**src/rtl/ucsk_pkg.sv**
```systemverilog
// shared constants, types and root table for the upward soft-knee compressor
package ucsk_pkg;

  localparam int unsigned CHANNELS = 2;
  localparam int unsigned N_USE    = (CHANNELS < 2) ? CHANNELS : 2;

  localparam int SAMPLE_W   = 24;
  localparam int DB_W       = 18;
  localparam int CFG_W      = 18;
  localparam int CFG_IDX_W  = 3;
  localparam int MUL_W      = 33;
  localparam int PROD_W     = 2 * MUL_W;
  localparam int LOG_MANT_W = 31;
  localparam int FRAC_W     = 16;
  localparam int KW_W       = 17;
  localparam int DIV_NUM_W  = 51;
  localparam int DIV_Q_W    = 17;

  localparam logic signed [DB_W-1:0] LOG_FLOOR_Q8 = -18'sd131072;
  localparam logic [18:0] DB_PER_OCT_Q16 = 19'd394566;
  localparam logic [21:0] OCT_PER_DB_Q24 = 22'd2786635;
  localparam logic [15:0] ONE_Q14        = 16'd16384;
  localparam logic signed [21:0] LOG_OFS = 22'sd1507328;

  typedef enum logic [CFG_IDX_W-1:0] {
    REG_THRESHOLD  = 3'd0,
    REG_RATIO      = 3'd1,
    REG_ATTACK     = 3'd2,
    REG_RELEASE    = 3'd3,
    REG_KNEE_WIDTH = 3'd4,
    REG_KNEE_OFF   = 3'd5,
    REG_PREGAIN    = 3'd6,
    REG_POSTGAIN   = 3'd7
  } cfg_reg_e;

  typedef logic [FRAC_W-1:0][LOG_MANT_W-1:0] root_tbl_t;

  function automatic logic [63:0] isqrt64(input logic [63:0] n);
    logic [63:0] rem;
    logic [63:0] res;
    logic [63:0] bit_w;
    rem   = n;
    res   = '0;
    bit_w = 64'd1 << 62;
    for (int i = 0; i < 32; i++) begin
      if (rem >= res + bit_w) begin
        rem = rem - (res + bit_w);
        res = (res >> 1) + bit_w;
      end else begin
        res = res >> 1;
      end
      bit_w = bit_w >> 2;
    end
    return res;
  endfunction

  // 2^(2^-k) in Q30 for k = 1..16, by repeated square roots
  function automatic root_tbl_t build_roots();
    root_tbl_t   tbl;
    logic [63:0] t;
    t = isqrt64(64'd1 << 61);
    for (int k = 0; k < FRAC_W; k++) begin
      tbl[k] = t[LOG_MANT_W-1:0];
      t = isqrt64(t << 30);
    end
    return tbl;
  endfunction

  localparam root_tbl_t ROOTS = build_roots();

endpackage

```
**src/rtl/ucsk_mul.sv**
```systemverilog
// shared signed multiplier with registered product
module ucsk_mul (
  input  logic                                 clk_i,
  input  logic signed [ucsk_pkg::MUL_W-1:0]    a_i,
  input  logic signed [ucsk_pkg::MUL_W-1:0]    b_i,
  output logic signed [ucsk_pkg::PROD_W-1:0]   p_o
);
  import ucsk_pkg::*;

  logic signed [PROD_W-1:0] p_q;

  always_ff @(posedge clk_i) begin
    p_q <= PROD_W'(a_i) * PROD_W'(b_i);
  end

  assign p_o = p_q;

endmodule

```
**config.mk**
```make
export PLATFORM = sky130hd
export DESIGN_NAME = ucsk_mul
export DESIGN_NICKNAME = d
export VERILOG_FILES = /design/src/rtl/ucsk_pkg.sv /design/src/rtl/ucsk_mul.sv
export SDC_FILE = /design/constraint.sdc
export NUM_CORES = 2
export LEC_CHECK = 0
export ABC_AREA = 1
export BUFFER_PORTS_ARGS = -buffer_cell sky130_fd_sc_hd__buf_2
export CAP_MARGIN = 20
export CORE_MARGIN = 5
export CORE_UTILIZATION = 50
export CTS_CLUSTER_DIAMETER = 100
export DETAILED_ROUTE_END_ITERATION = 12
export PLACE_DENSITY = 0.65
export SYNTH_ARGS = -nofsm -noshare
export SYNTH_HDL_FRONTEND = slang
export SYNTH_SLANG_ARGS = --single-unit
export TNS_END_PERCENT = 20
```
**constraint.sdc**
```tcl
create_clock -name clk_i -period 8.9 [get_ports clk_i]
set_clock_uncertainty 0.05 [all_clocks]
set_input_delay 0.89 -clock clk_i [delete_from_list [all_inputs] [get_ports clk_i]]
set_output_delay 0.89 -clock clk_i [all_outputs]
set_load 0.02 [all_outputs]
```
# Word level (Yosys, flattened, before mapping)
# Cells that the tools add are included.
[word_totals]
ff_bits = 66
in_bits = 67
output_inout_bits = 66
wordCells = 2
[op_classes]
mul = 1
[op_table]
columns = ["op", "count"]
rows = [
  ["33-bit by 33-bit multiplier with 66-bit output", 1],
]

# Logic depth before layout (Yosys ltp)
[depth]
word_depth = 1
mapped_depth = 34
mapped_depth_nobuf = 32

# Least setup slack after synthesis
# Ideal clock, no wire load.
[synth_path]
path_kind = "input -> register"
start = "input a_i[32] (netlist name)"
end = "register p_q[60] (netlist: p_o[60])"
setup_time_ps = 113
t_arrival_ps = 7533
required_ps = 8737
setup_slack_ps = 1204
stages = 23
path_buffers = 2
cell_sequence = "clkbuf_1 -> clkbuf_1 -> nand2_1 -> inv_1 -> fa_1 -> fa_1 -> fa_1 -> fa_1 -> inv_1 -> fa_1 -> fa_1 -> fa_1 -> fa_1 -> inv_1 -> ha_1 -> nand2_1 -> nor2_1 -> inv_1 -> nor3_1 -> nand2_1 -> and2_0 -> nand4_1 -> nand2_1"
[synth_between]
elab_chain_len = 1
[synth_rtl]
columns = ["item", "line_no", "text"]
rows = [
  ["start, declared", "ucsk_mul.sv:4", "input logic signed [ucsk_pkg::MUL_W-1:0] a_i,"],
  ["33-bit by 33-bit multiplier with 66-bit output", "ucsk_mul.sv:13", "p_q <= PROD_W'(a_i) * PROD_W'(b_i);"],
  ["end signal, assigned", "ucsk_mul.sv:13", ""],
  ["end, declared", "ucsk_mul.sv:10", "logic signed [PROD_W-1:0] p_q;"],
]
# No other way between the ends.

# Final worst setup path
[layout_path]
start = "input b_i[16] (netlist name)"
end = "register p_q[57] (netlist: p_o[57])"
[layout_between]
elab_chain_len = 1
[layout_rtl]
columns = ["item", "line_no", "text"]
rows = [
  ["start, declared", "ucsk_mul.sv:5", "input logic signed [ucsk_pkg::MUL_W-1:0] b_i,"],
  ["33-bit by 33-bit multiplier with 66-bit output", "ucsk_mul.sv:13", ""],
]
# No other way between the ends.

==> metrics.cfg <==
[status]
status = completed

[logic_synthesis]
synth.most_common_cell = inv_1
syn_area_um2 = 43170
synth-edff-count = 0
syn-num-nets = 6972
ys_ff_latch = 66
yosys.area.top_type_share = 0.5309
yosysWarnings = 0
synth_cell_type_count = 35
synth.largest_area_cell = fa_1
synth-main-ff-cell = dfxtp_1
synthTopCellsByArea = fa_1 (53%), inv_1 (16%), nand2_1 (13%)
async_flop_share = 0
ys_seq_area_frac = 0.03060
postSynthCellCount = 5543
avgSynthCellArea_um2 = 7.789
ys_top_cells_by_count = inv_1 (1894), nand2_1 (1517), fa_1 (1145), clkbuf_1 (262), ha_1 (217)

[setup_path]
crit_path_max_incr_delay_ns = 0.69
path_delay_family = adder cells
cp-start-kind = primary input
end_kind = flop
worst_ep_required_time_ns = 9.09
critPathSlowestCell = buf_2
critPathKind = in2reg
startpoint = b_i[16]
crit_buf_inv = 6
path_cells = buf_2 -> nand2_1 -> inv_1 -> fa_1 -> inv_1 -> fa_1 -> fa_1 -> inv_1 -> fa_1 -> fa_1 -> fa_1 -> fa_1 -> inv_1 -> fa_1 -> inv_1 -> ha_1 -> nand2_1 -> nor2_1 -> nand3_1 -> nor2_1 -> o21ai_0 -> nand4_1 -> nand2_1
crit_fanout = 33
cpMostUsedCell = fa_1
arrival_ns = 8.22

[cells_and_area]
post_route_cells_drive_above_1_share = 0.04867
stdcell_area_um2 = 45110
fillers = 8247
largest_reg_flops = 66
synthToLayoutAreaGrowth_pct = 4.489
fin_nets = 6910

[detailed_routing]
vias = 32900
drc = 0
dr.pass1.iters = 5
detail_route.wl_per_cell_um = 18.21
wl_um = 120800
via_per_inst = 4.960
first_iter_violations = 2168
ant_nets = 0

[place]
place.gp.congestion = 0.9245
hpwl_um = 102500
dpl-instance-area_um2 = 44730
port_buffers = 132

[sta]
post-route-min-period_ns = 8.025
post-route-period-util = 0.9017
worst_slew_pin_slew_ns = 1.012
fmax_mhz = 124.6
slew_violations = 0
relSlewSlack = 0.3257
setup_viol = 0
rsz0062_at_grt = no
finalHoldViolations = 0
tns_ns = 0

[floorplanning]
die-area_um2 = 92320
die_w_um = 303.9
die_y_um = 303.9
rows = 107
start_util = 0.5055
core_area_um2 = 85410
pin_count = 133

[grt]
grt_pass1_wl_um = 197900
antenna_found_initial = 7
grt_max_degree = 35
grt_overflow = 0
track_usage = 0.2710
grt_pass1_vias = 36470

[min_path]
holdCritPathClass = in2reg
min_to = p_o[0]
hold_depth = 4
hp-start = b_i[0]

[clock_network]
post-cts-setup-buffer-count = 0
root_buffer = clkbuf_16
clk_pin_slew_ns = 0.07
cts_hold_buffers = 0
ctsResizeCount = 0
cts_buffers = 9
h-tree-depth = 3
cts-root-to-sink-buffers = 2
cts_tree = built
clock_sink_count = 66

[flow_run]
drv_cap = 0

## stage by stage
step	util	std cells	hold slack, ns	setup slack (ns)
finish	0.5282	6634	1.208	0.8753
CTS	0.5280	6630	1.174	0.9686
global route	0.5280	6630	1.228	0.5044
detailed placement	0.5236	6614	1.257	0.6130
floorplan	-	5543	1.104	1.204
global placement	0.5236	6614	1.260	0.5963
## layer usage
layer	track usage	share of wire	routed length [µm]
met5	0	0.00020	24
met4	0.08418	0.037	4518
met3	0.03939	0.065	7850
met2	0.4799	0.50	60320
met1	0.3463	0.40	48110
## cell type report
class / instances / area (µm²) / share of cell area
inverters: 1895 / 7113 / 0.1577
diodes: 4 / 10.01 / 0.0002219
repair buffers: 190 / 1109 / 0.02457
multi-input cells: 3319 / 33750 / 0.7482
clock inverters: 6 / 136.4 / 0.003023
clock buffers: 10 / 239.0 / 0.005297
well taps: 1144 / 1431 / 0.03173
flip-flops and latches: 66 / 1321 / 0.02929
## cells by family after synthesis
family,after synthesis,share of synthesized area
simple gates,1810,0.1659
fa+ha+maj,1362,0.5938
xor+xnor,41,0.008317
flops,66,0.03060
buf+inv,2158,0.1876
compound gates,106,0.01377
## worst max path at each step
| stage | end | slack, ns | cells past startpoint |
|---|---|---|---|
| after detailed placement | p_o[57] | 0.61 | 23 |
| final | p_o[57] | 0.88 | 23 |
| after global placement | p_o[65] | 0.60 | 24 |
| after global routing | p_o[60] | 0.50 | 25 |
| after CTS | p_o[57] | 0.97 | 23 |
| after floorplan | p_o[60] | 1.20 | 23 |
## placed cells by master (no fill, tap or decap), types with 5 or more instances in the layout
master and count:
a21oi_1 61, buf_2 132, buf_4 57, clkbuf_16 9, dfxtp_1 66, fa_1 1145
ha_1 217, inv_1 1894, nand2_1 1517, nand2_2 17, nand3_1 70, nand3_2 8
nand4_1 19, nor2_1 131, nor2_2 20, nor3_1 7, o21ai_0 19, o21bai_1 14
or2_2 5, xor2_1 37
## worst min-delay path: cells and delay by family
kind / cells / cell delay (ns)
buffers and inverters: 3 / 0.53
AND/OR/NAND/NOR: 1 / 0.11
Power is left out: the tool's default activity adds up to more than one toggle a clock period on the data nets, which glitch-free logic cannot reach.
