[config.mk]
export PLATFORM = sky130hd
export DESIGN_NAME = ucsk_div
export DESIGN_NICKNAME = d
export VERILOG_FILES = /design/src/rtl/ucsk_pkg.sv /design/src/rtl/ucsk_div.sv
export SDC_FILE = /design/constraint.sdc
export NUM_CORES = 1
export LEC_CHECK = 0
export BUFFER_PORTS_ARGS = -buffer_cell sky130_fd_sc_hd__buf_2
export CAP_MARGIN = 20
export CORE_MARGIN = 2
export CORE_UTILIZATION = 45
export DETAILED_ROUTE_END_ITERATION = 12
export GPL_ROUTABILITY_DRIVEN = 0
export PLACE_DENSITY = 0.66
export SLEW_MARGIN = 20
export SYNTH_ARGS = -nofsm -noshare
export SYNTH_HDL_FRONTEND = slang
export SYNTH_SLANG_ARGS = --single-unit
[constraint.sdc]
create_clock -name clk_i -period 4.7 [get_ports clk_i]
set_clock_uncertainty 0.05 [all_clocks]
set_input_delay 0.47 -clock clk_i [delete_from_list [all_inputs] [get_ports clk_i]]
set_output_delay 0.47 -clock clk_i [all_outputs]
set_load 0.1 [all_outputs]
[src/rtl/ucsk_pkg.sv]
// shared constants, types and root table for the upward soft-knee compressor
package ucsk_pkg;

  localparam int unsigned CHANNELS = 2;
  localparam int unsigned N_USE    = (CHANNELS < 2) ? CHANNELS : 2;

  localparam int SAMPLE_W   = 24;
  localparam int DB_W       = 18;
  localparam int CFG_W      = 18;
  localparam int CFG_IDX_W  = 3;
  localparam int MUL_W      = 33;
  localparam int PROD_W     = 2 * MUL_W;
  localparam int LOG_MANT_W = 31;
  localparam int FRAC_W     = 16;
  localparam int KW_W       = 17;
  localparam int DIV_NUM_W  = 51;
  localparam int DIV_Q_W    = 17;

  localparam logic signed [DB_W-1:0] LOG_FLOOR_Q8 = -18'sd131072;
  localparam logic [18:0] DB_PER_OCT_Q16 = 19'd394566;
  localparam logic [21:0] OCT_PER_DB_Q24 = 22'd2786635;
  localparam logic [15:0] ONE_Q14        = 16'd16384;
  localparam logic signed [21:0] LOG_OFS = 22'sd1507328;

  typedef enum logic [CFG_IDX_W-1:0] {
    REG_THRESHOLD  = 3'd0,
    REG_RATIO      = 3'd1,
    REG_ATTACK     = 3'd2,
    REG_RELEASE    = 3'd3,
    REG_KNEE_WIDTH = 3'd4,
    REG_KNEE_OFF   = 3'd5,
    REG_PREGAIN    = 3'd6,
    REG_POSTGAIN   = 3'd7
  } cfg_reg_e;

  typedef logic [FRAC_W-1:0][LOG_MANT_W-1:0] root_tbl_t;

  function automatic logic [63:0] isqrt64(input logic [63:0] n);
    logic [63:0] rem;
    logic [63:0] res;
    logic [63:0] bit_w;
    rem   = n;
    res   = '0;
    bit_w = 64'd1 << 62;
    for (int i = 0; i < 32; i++) begin
      if (rem >= res + bit_w) begin
        rem = rem - (res + bit_w);
        res = (res >> 1) + bit_w;
      end else begin
        res = res >> 1;
      end
      bit_w = bit_w >> 2;
    end
    return res;
  endfunction

  // 2^(2^-k) in Q30 for k = 1..16, by repeated square roots
  function automatic root_tbl_t build_roots();
    root_tbl_t   tbl;
    logic [63:0] t;
    t = isqrt64(64'd1 << 61);
    for (int k = 0; k < FRAC_W; k++) begin
      tbl[k] = t[LOG_MANT_W-1:0];
      t = isqrt64(t << 30);
    end
    return tbl;
  endfunction

  localparam root_tbl_t ROOTS = build_roots();

endpackage

[src/rtl/ucsk_div.sv]
// restoring divider for the soft knee, one quotient bit per cycle
module ucsk_div (
  input  logic                               clk_i,
  input  logic                               rst_ni,
  input  logic                               start_i,
  input  logic [ucsk_pkg::DIV_NUM_W-1:0]     num_i,
  input  logic [ucsk_pkg::KW_W-1:0]          kw_i,
  output logic                               done_o,
  output logic [ucsk_pkg::DIV_Q_W-1:0]       quo_o
);
  import ucsk_pkg::*;

  logic [DIV_NUM_W-1:0] rem_q;
  logic [DIV_NUM_W-1:0] dsh_q;
  logic [DIV_Q_W-1:0]   quo_q;
  logic [4:0]           cnt_q;
  logic                 busy_q;
  logic                 done_q;
  logic                 ge;

  assign ge = rem_q >= dsh_q;

  always_ff @(posedge clk_i or negedge rst_ni) begin
    if (!rst_ni) begin
      busy_q <= 1'b0;
      done_q <= 1'b0;
      cnt_q  <= '0;
    end else begin
      done_q <= 1'b0;
      if (start_i) begin
        busy_q <= 1'b1;
        cnt_q  <= 5'(DIV_Q_W - 1);
      end else if (busy_q) begin
        if (cnt_q == '0) begin
          busy_q <= 1'b0;
          done_q <= 1'b1;
        end else begin
          cnt_q <= cnt_q - 5'd1;
        end
      end
    end
  end

  // divisor is kw << 17, first trial shift is 16 more
  always_ff @(posedge clk_i) begin
    if (start_i) begin
      rem_q <= num_i;
      dsh_q <= DIV_NUM_W'(kw_i) << (17 + DIV_Q_W - 1);
      quo_q <= '0;
    end else if (busy_q) begin
      if (ge) begin
        rem_q <= rem_q - dsh_q;
      end
      quo_q <= {quo_q[DIV_Q_W-2:0], ge};
      dsh_q <= dsh_q >> 1;
    end
  end

  assign done_o = done_q;
  assign quo_o  = quo_q;

endmodule

# After elaboration in Yosys (flattened, before gate mapping)
# Index checks and enable logic that the tools add are counted.
# totals
ff_bits	125
input_bits	71
out_inout_bits	18
word_cells	30
# op_classes
n_addsub	2
order_cmp	1
eq_ne	1
muxes	14
n_reduce_logical	5
# op_table
cell	count
2-to-1 mux 51 bit	3
2-to-1 mux 50 bit	2
>= comparator 51 x 50 -> 1 bit	1
subtractor 51 x 50 -> 51 bit	1
2-to-1 mux 5 bit	3
2-to-1 mux 1 bit	6
logical NOT 5 bit	1
subtractor 5 x 1 -> 5 bit, second input constant	1
AND reduction 2 bit	2
nonzero test 2 bit	2
!= test 2 bit, second input constant	1

# Logic depth before layout (Yosys ltp)
# Gate-level depths: netlist of run 1.
# logic_depth
depth_word	4
mapped_depth	12
ltp_nobuf	12

# Worst setup path before layout of run 1
# Ideal clock, no wire load.
# synth_timing
path_type	register -> register
start	register rem_q[44]
end	register rem_q[0] (enable)
setup_ns	0.466
arrival_ns	4.327
t_required_ns	4.184
setup_slack_ns	-0.143
stages_incl_launch_ff	10
n_path_buf	1
synth_period_minus_slack_ns	4.843
path_cell_list	edfxtp_1 -> ha_1 -> buf_2 -> nand3_2 -> or3_1 -> o41ai_2 -> a2111oi_0 -> nand3_1 -> o211ai_1 -> o21ai_1
# synth_between
elab_chain_cells	3
# synth_rtl
item	line_no	source
start, declared	ucsk_div.sv:13	logic [DIV_NUM_W-1:0] rem_q;
start signal, assigned	ucsk_div.sv:47	rem_q <= num_i;
start signal, assigned	ucsk_div.sv:52	rem_q <= rem_q - dsh_q;
>= comparator 51 x 50 -> 1 bit	ucsk_div.sv:21	assign ge = rem_q >= dsh_q;
nonzero test 2 bit (no source line)	-	
AND reduction 2 bit (no source line)	-	
# Every way passes these cells.
# A chain may end at the register's enable or synchronous reset.

# Worst setup path after layout of run 1
# Ends and elaborated chain as after synthesis.

==> metrics, run 1 <==
Lkg Pwr=about 0.004 uW; nets@finish=around 1100; min Tclk post-route=3.63 ns; Reg2Reg Depth=9; area added between synthesis and finish=13.8%; CTS root buffer=clkbuf_16; CTS tree=built; Hold Path Stages=3; largest net degree at the start of global routing=109; share of cells above drive strength 1=14.1%; Syn Inst Count=941; DIE WIDTH=around 140 microns; Crit path depth=9; Total Routing Usage GR=between 20% and 30%; grt total ovfl=0; Tcrit/Tclk final=77.2%; status=finished, final reports clean; fmax=0.275 GHz; Via density=about 5.5; crit-path leading delay family=compound AO/OA/AOI/OAI gates; CP Class=register to register; vias in the first global route=6626; worst-path fanout max=17; DRT antenna net count=0; Critical Path Source Type=register; placed cell areas=8790 sq um; drt drc=0; Post-Place Cells=1213; Power Density=721 nW/um^2; sequential cell area=3220 sq um; DR iter-0 viols=492; RSZ-0062 raised after global routing=no; Post-synth EDFFs=around 70; WP data required=approximately 4.8 ns; Netlist cell types=between 60 and 70; WP data arrival=approximately 3.7 ns; CTS clock-pin slew for the worst setup and hold paths=0.06 ns; TritonCTS buffer count=17; fraction of the yosys area taken by sequential cells=39.1%; IO Port Bufs=88; initial core utilization=45.8%; row count=49; Antenna diodes=0; top cells by count, synth=nand2_1 (114), nor2_1 (90), edfxtp_1 (68), inv_1 (67), a21oi_1 (60); worst min path class=primary input to register; Yosys top cell area share=24.8%; Die Area=19400 sq um; initial antenna violation count=0; drt wl/cell=around 16 microns; cell area after synthesis=around 8200 sq um; Via Count=6905; synthesized flop and latch total=125; Layout Cells excl Fill=1246; syn_nets=1065; worst path cell trace=ha_1, nand3_2, or3_1, o41ai_2, a2111oi_0, nand3_1, o211ai_1, o21ai_4, buf_4; HPWL after DPL=14.4 mm; Max Cap Violations=0; worst-margin pin slew=between 0.9 and 1 ns; slowest stage delay, CP=0.58 ns; Die Ht=139 microns; critical path's slowest cell=o21ai_4; post-synth top area cell=edfxtp_1; worst-skew pair later-pin latency=roughly 0.43 ns; total wire length=19.7 mm; final hold vios=0; most common cell in the netlist=nand2_1; Slew Limit Fails=0; async set-reset flop share out of synthesis=between 5 and 6%; total clock sinks=125; top_reg_cell synth=edfxtp_1; Worst setup EP type=register; core area=18000 sq um; drt first pass iters=5; worst path bufs/invs=1; global-route wire length before repair=32.7 mm; Yosys warnings=0; worst-case clock buffer depth=2; Peak supply drop=~0.33 mV; # fillers=1719; synthesized area per cell=approximately 9 sq um; Final Total Pwr=around 6700 uW; relative slew slack=39.2%; IO Count=89; setup violators final=0; synth top area cells=edfxtp_1 (25%), dfxtp_1 (12%), ha_1 (7.9%), mux2i_1 (6.3%), nand2_1 (5.2%); area of the multi-input gates=around 4500 sq um; final setup TNS=0 ns; post-route cell area=a little over 9000 sq um; # H-tree levels=4
## where the power goes
part / internal (uW) / switching, uW / leakage (uW) / total (uW)
clock: 712 / 532 / 0.000282 / 1240
sequential: 1600 / 126 / 0.00121 / 1730
combinational: 1420 / 2350 / 0.00262 / 3770
total: 3740 / 3010 / 0.00412 / 6750
## state kept, by name, summed over array words and instances, names as in the netlist
| signal | flops |
|---|---|
| done_o | 1 |
| rem_q | 51 |
| cnt_q | 5 |
| busy_q | 1 |
| dsh_q | 50 |
| quo_o | 17 |
## stage by stage
stage	hold slack [ns]	util (%)	worst slack (ns)
final	0.265	52.1	1.07
after global routing	0.278	52.1	0.833
after CTS	0.250	52.1	1.09
after detailed placement	0.262	48.9	1.11
after global placement	0.264	48.9	1.22
after floorplan	0.124	-	0.825
## logic make-up (layout without fill, tap and decap cells)
logic type	Yosys count	after routing	synth area share [%]
AOI/OAI and AO/OA	251	251	19.5
xor gates and xnor gates	46	46	4.90
adders and majority gates	53	53	8.16
buffers and inverters	117	193	5.77
DFF	125	125	39.1
muxes	54	54	6.60
and+or+nand+nor	295	295	16.0
## area by class of cell
cell class	instances	area share, %
multi-input cells	699	48.5
flip-flops and latches	125	34.4
repair buffers	93	5.34
clock buffers	18	4.81
well taps	229	3.06
inverters	68	2.73
clock inverters	14	1.10
## placed cells by master (no fill, tap or decap), types with 6 or more instances in the layout
master / netlist / final
nor2_1: 90 / 90
a21o_1: 17 / 17
edfxtp_1: 68 / 68
clkbuf_16: 0 / 18
or3_1: 6 / 6
o21ai_0: 55 / 55
o31ai_1: 21 / 21
mux2i_1: 52 / 52
a211oi_1: 7 / 7
nand4_1: 15 / 15
xnor2_1: 29 / 29
buf_2: 16 / 87
dfxtp_1: 50 / 50
a21oi_1: 60 / 60
o211ai_1: 6 / 6
nand2_1: 114 / 114
ha_1: 52 / 52
dfrtp_1: 7 / 6
inv_1: 67 / 67
nand3_1: 17 / 17
o21bai_1: 8 / 8
xor2_1: 17 / 17
nor3_1: 25 / 25
o21ai_1: 30 / 29
## final timing paths
| check | endpoint | slack [ns] | startpoint |
|---|---|---|---|
| min in group asynchronous | cnt_q[0]$_DFFE_PN0P_ | 0.35 | rst_ni |
| worst max register to register | rem_q[0]$_DFFE_PP_ | 1.07 | rem_q[44]$_DFFE_PP_ |
| max in group asynchronous | busy_q$_DFF_PN0_ | 4.08 | rst_ni |
| worst min register to register | quo_o[16]$_SDFFE_PP0P_ | 0.44 | quo_o[16]$_SDFFE_PP0P_ |
| worst min-delay path | dsh_q[47]$_DFFE_PP_ | 0.26 | kw_i[14] |
| worst max-delay path | rem_q[0]$_DFFE_PP_ | 1.07 | rem_q[44]$_DFFE_PP_ |
## routing by layer
metal | vias to the layer above | GRT usage, % | wire length, microns | part of all wire [%]
met2 | 171 | 34.2 | 9200 | 47
met3 | 20 | 3.25 | 776 | 3.9
met5 | - | 0 | 0 | 0
li1 | 3503 | - | - | -
met4 | 0 | 6.70 | 328 | 1.7
met1 | 3211 | 27.9 | 9400 | 48
## worst min-delay path: stages
cell and delay (ns):
buf_2 0.07, nand2_1 0.04, o31ai_1 0.05
## repair_timing
item	4_1_cts	5_1_grt
endpoints found under the hold margin	7	0
hold buffers	1	0
setup endpoints to repair	0	0
setup buffers	0	0
resized for setup	0	0
Note: power is estimated with default switching activity, not from simulation.
==> run 2: changes to the inputs <==
PLACE_DENSITY = default   (was 0.66)
clock period = 3.59 ns   (was 4.7 ns; I/O delays follow)
==> metrics, run 2 (same netlist as run 1, synthesis figures left out) <==
DRT antenna net count=0 (unchanged); drt drc=0 (unchanged); WP data required=3.80 ns (-0.96 ns); Total Routing Usage GR=20.9% (+0.19 points); final worst slack=0.286 ns (-0.784 ns); status=finished, final reports clean; Worst setup EP type=register; Tcrit/Tclk final=92.0% (+15 points); drt wl/cell=15.9 microns (+0.25%); total clock sinks=125 (unchanged); share of cells above drive strength 1=14.2% (+0.17 points); met1 usage=29.1% (+1.2 points); Critical Path Source Type=register; CTS tree=built; nets@finish=1130 (+0.18%); Power Density=947 nW/um^2 (+31%); IO Port Bufs=88 (unchanged); # H-tree levels=4 (unchanged); commonest non-fill, non-tap cell in the layout=nand2_1; Combinational Power Share=55.4% (-0.5 points); Via Count=6873 (-0.46%); DIE WIDTH=139 microns (unchanged); largest net degree at the start of global routing=189 (+73%); Via density=5.51 (-0.62%); initial core utilization=45.8% (unchanged); HPWL after DPL=14.4 mm (+0.16%); Int Pwr=4940 uW (+32%); Max Cap Violations=0 (unchanged); Seq pwr share=25.4% (-0.3 points); worst-path fanout max=3 (-14); CTS clock-pin slew for the worst setup and hold paths=0.06 ns (about the same); Slew Limit Fails=0 (unchanged); worst-margin pin slew=0.813 ns (-0.0989 ns); Top reg by flops=rem_q; max FFs per register=51 (unchanged); TritonCTS buffer count=17 (unchanged); final hold vios=0 (unchanged); GR Layer Usage met3=3.28% (+0.035 points); Die Ht=139 microns (unchanged); initial antenna violation count=0 (unchanged); dpl ws=0.314 ns (-0.801 ns); IO Count=89 (unchanged); grt total ovfl=0 (unchanged); met2 global-route usage=33.3% (-0.91 points); drt first pass iters=5 (unchanged); vias in the first global route=6762 (+2.1%); Switch Pwr=3980 uW (+32%); worst-case clock buffer depth=2 (unchanged); Post-CTS Repair Setup Buffers=0 (unchanged); total wire length=19.8 mm (+0.41%); fmax=0.303 GHz (+9.9%); Most Crowded Layer GR=met2; Lkg Pwr=0.00414 uW (+0.61%); area added between synthesis and finish=14.5%; final setup TNS=0 ns (unchanged); CTS root buffer=clkbuf_16; core area=18000 sq um (unchanged); RSZ-0062 raised after global routing=no; WP data arrival=3.51 ns (-0.18 ns); CP Class=register to register; clock network fraction of total power=19.2% (+0.8 points); min Tclk post-route=3.30 ns (-0.326 ns); row count=49 (unchanged); relative slew slack=45.8% (+6.6 points); Die Area=19400 sq um (unchanged); setup violators final=0 (unchanged); Peak supply drop=0.495 mV (+52%); Antenna diodes=0 (unchanged); global-route wire length before repair=33.2 mm (+1.4%); sw frac=44.7% (+0.074 points); FF-to-FF setup slack=0.29 ns (-0.78 ns); worst min path class=primary input to register; DR iter-0 viols=495 (+0.61%); commonest non-fill, non-tap cells in the layout=nand2_1 (114), nor2_1 (90), buf_2 (87); worst-skew pair later-pin latency=0.43 ns (about the same)
[run 2: cell type report]
cell class / count / area, sq um
inverter: 68 / 255
fill: 1755 / 8550
clock buffer: 18 / 450
timing repair buffer: 95 / 527
clock inverter: 14 / 138
sequential: 125 / 3220
tap: 229 / 287
multi-input combinational: 699 / 4540
[run 2: power groups by stage]
stage          sequential [uW]  combinational (uW)  clock (uW)
2_1_floorplan             2340                3740           0
3_3_place_gp              2290                4880           0
3_5_place_dp              2300                4890           0
4_1_cts                   2270                4920        1750
5_1_grt                   2310                5500        1800
6_report                  2270                4940        1710
[run 2: final timing paths]
path	from	cells past startpoint	to
min	num_i[21]	3	rem_q[21]$_DFFE_PP_
min in group asynchronous	rst_ni	2	cnt_q[0]$_DFFE_PN0P_
max	rem_q[0]$_DFFE_PP_	13	rem_q[48]$_DFFE_PP_
min reg2reg	quo_o[16]$_SDFFE_PP0P_	2	quo_o[16]$_SDFFE_PP0P_
max in group asynchronous	rst_ni	2	busy_q$_DFF_PN0_
max reg2reg	rem_q[0]$_DFFE_PP_	13	rem_q[48]$_DFFE_PP_
[run 2: repair_timing]
| item | in CTS | in global routing |
|---|---|---|
| hold buffers | 1 | 0 |
| resized for setup | 0 | 0 |
| hold endpoints to repair | 7 | 0 |
[run 2: layer usage]
layer / wire [microns] / up-vias
met2: 8940 / 150
met3: 764 / 22
li1: - / 3504
met5: 0 / -
met4: 315 / 0
met1: 9770 / 3197
[run 2: per-stage QoR]
step	instance area (sq um)	power (uW)	utilization (%)	hold slack [ns]	cells
6_report	9420	8920	52.4	0.154	1248
4_1_cts	9420	8950	52.4	0.142	1248
5_1_grt	9420	9610	52.4	0.160	1248
3_3_place_gp	8820	7170	49.1	0.155	1215
3_5_place_dp	8820	7190	49.1	0.153	1215
2_1_floorplan	8230	6080	-	0.0134	941
[run 2: worst max-delay path: stages (launching register included)]
cell	delay, ns
edfxtp_1	0.36
inv_1	0.06
ha_1	0.18
inv_1	0.06
fa_1	0.40
a21o_1	0.22
a311oi_1	0.45
o41ai_1	0.13
o31ai_1	0.40
a21oi_1	0.17
o21ai_2	0.22
buf_4	0.15
o22ai_1	0.07
a211oi_1	0.21
==> run 3: changes to the inputs <==
CORE_UTILIZATION = 60   (was 45)
PLACE_DENSITY = 0.81   (was default)
==> metrics, run 3 (same netlist as run 1, synthesis figures left out) <==
total clock sinks=125 (unchanged); slowest stage delay, CP=0.44 ns (about the same); TritonCTS buffer count=17 (unchanged); Antenna diodes=0 (unchanged); commonest non-fill, non-tap cells in the layout=nand2_1 (114), nor2_1 (90), buf_2 (87); worst-skew pair later-pin latency=0.43 ns (about the same); Critical Path Source Type=register; initial core utilization=61.8% (+16 points); # H-tree levels=4 (unchanged); IO Count=89 (unchanged); worst min path class=primary input to register; Slew Limit Fails=0 (unchanged); drt wl/cell=16.6 microns (+4.8%); share of cells above drive strength 1=14.1% (-0.13 points); CTS tree=built; final design utilization=70.6% (+18 points); Lkg Pwr=0.00415 uW (+0.31%); max FFs per register=51 (unchanged); global-route wire length before repair=33.1 mm (-0.17%); worst-path fanout max=5 (+2); worst-margin pin slew=0.887 ns (+0.0742 ns); Die Area=14700 sq um (-24%); area of the multi-input gates=4540 sq um (unchanged); commonest non-fill, non-tap cell in the layout=nand2_1; worst-case clock buffer depth=2 (unchanged); final setup TNS=0 ns (unchanged); RSZ-0062 raised after global routing=no; Power Density=976 nW/um^2 (+3.0%); Peak supply drop=0.663 mV (+34%); Top reg by flops=rem_q; DRT antenna net count=0 (unchanged); Worst R2R End=rem_q[44]$_DFFE_PP_; Total Routing Usage GR=28.5% (+7.7 points); Via density=5.98 (+8.6%); nets@finish=1132 (+0.18%); CP Class=register to register; status=finished, final reports clean; FF-to-FF setup slack=0.23 ns (-0.06 ns); worst hold endpoint=dsh_q[41]$_DFFE_PP_; Hold Crit Start=kw_i[8]; WP data required=3.73 ns (-0.07 ns); Max Cap Violations=0 (unchanged); setup violators final=0 (unchanged); grt total ovfl=0 (unchanged); Tcrit/Tclk final=93.7% (+1.7 points); sequential cell area=3220 sq um (unchanged); worst path cell trace=inv_1, ha_1, inv_1, fa_1, a21o_1, a311oi_1, o41ai_1, o31ai_1, a21oi_1, o21ai_2, nor3_1, a221o_1; critical path's slowest cell=a311oi_1; Die Ht=121 microns (-13%); drt first pass iters=5 (unchanged); IO Port Bufs=88 (unchanged); row count=42 (-14%); Worst setup EP type=register; cts repair resizes=0 (unchanged); Reg2Reg Depth=12 (-1); HPWL after DPL=14.0 mm (-3.0%); relative slew slack=40.9% (-4.9 points); drt drc=0 (unchanged); initial antenna violation count=0 (unchanged); Via Count=7158 (+4.1%); area added between synthesis and finish=14.2%; largest net degree at the start of global routing=81 (-57%); core area=13300 sq um (-26%); final hold vios=0 (unchanged); total wire length=19.9 mm (+0.49%); CP dominant cell by count=inv_1; fmax=0.297 GHz (-1.8%); WP data arrival=3.50 ns (about the same); # fillers=1025 (-42%); DIE WIDTH=121 microns (-13%); worst hold margin=0.146 ns (-0.00863 ns); min Tclk post-route=3.36 ns (+0.0604 ns); vias in the first global route=6959 (+2.9%); CTS root buffer=clkbuf_16; Hold Path Stages=3 (unchanged); r2r startpoint=rem_q[0]$_DFFE_PP_; DR iter-0 viols=605 (+22%); CTS clock-pin slew for the worst setup and hold paths=0.06 ns (about the same); Final Total Pwr=9160 uW (+2.7%)
run 3: changes by cell type in the layout (fill, tap and decap cells not counted), sizes merged:
cell      before  now
bufinv         0    3
buf           94   96
clkinvlp       0    2
clkinv         5    8
inv           77   67
clkbuf        18   20
run 3: worst max-delay path, delay by kind of cell (launching register included):
family | cells | cell delay [ns]
compound gates | 7 | 1.93
flops | 1 | 0.36
simple gates | 1 | 0.10
buf+inv | 2 | 0.13
fa+ha+maj | 2 | 0.56
run 3: area by class of cell:
type / instances / share of cell area (%)
sequential: 125 / 34.3
clock inverter: 12 / 1.51
clock buffer: 20 / 4.98
timing repair buffer: 97 / 5.77
inverter: 68 / 2.72
tap: 176 / 2.35
multi-input combinational: 699 / 48.4
run 3: timing repair:
item | CTS | global route
endpoints found under the hold margin | 7 | 0
endpoints found under the setup margin | 0 | 4
hold buffers | 1 | 0
setup buffers | 0 | 1
run 3: per-stage QoR:
stage	std cells	instance area (sq um)	worst slack, ns
3_3_place_gp	1163	8760	0.384
2_1_floorplan	941	8230	0.184
4_1_cts	1196	9380	0.259
5_1_grt	1197	9390	0.0368
3_5_place_dp	1163	8760	0.285
6_report	1197	9390	0.225
run 3: power by group:
group,internal (uW),total (uW),leakage [uW],switching (uW)
clock,1140,1790,0.000296,650
combinational,1910,5110,0.00265,3200
sequential,2100,2260,0.00121,162
run 3: worst max-delay path by stage:
stage / startpoint / to / slack, ns / depth (start not counted)
2_1_floorplan: rem_q[44]$_DFFE_PP_ / rem_q[0]$_DFFE_PP_ / 0.18 / 9
3_3_place_gp: rem_q[0]$_DFFE_PP_ / rem_q[44]$_DFFE_PP_ / 0.38 / 12
3_5_place_dp: dsh_q[44]$_DFFE_PP_ / rem_q[16]$_DFFE_PP_ / 0.28 / 10
4_1_cts: rem_q[44]$_DFFE_PP_ / rem_q[17]$_DFFE_PP_ / 0.26 / 9
5_1_grt: rem_q[0]$_DFFE_PP_ / rem_q[48]$_DFFE_PP_ / 0.04 / 12
6_report: rem_q[0]$_DFFE_PP_ / rem_q[44]$_DFFE_PP_ / 0.23 / 12
run 3: per-layer routing:
metal  routed length (microns)  GRT usage [%]  vias to the layer above
met1                      9030           38.9                     3320
met5                         0              0                        -
met4                       534           11.6                        0
met3                      1350           5.87                       51
met2                      8960           44.3                      280
li1                          -              -                     3507
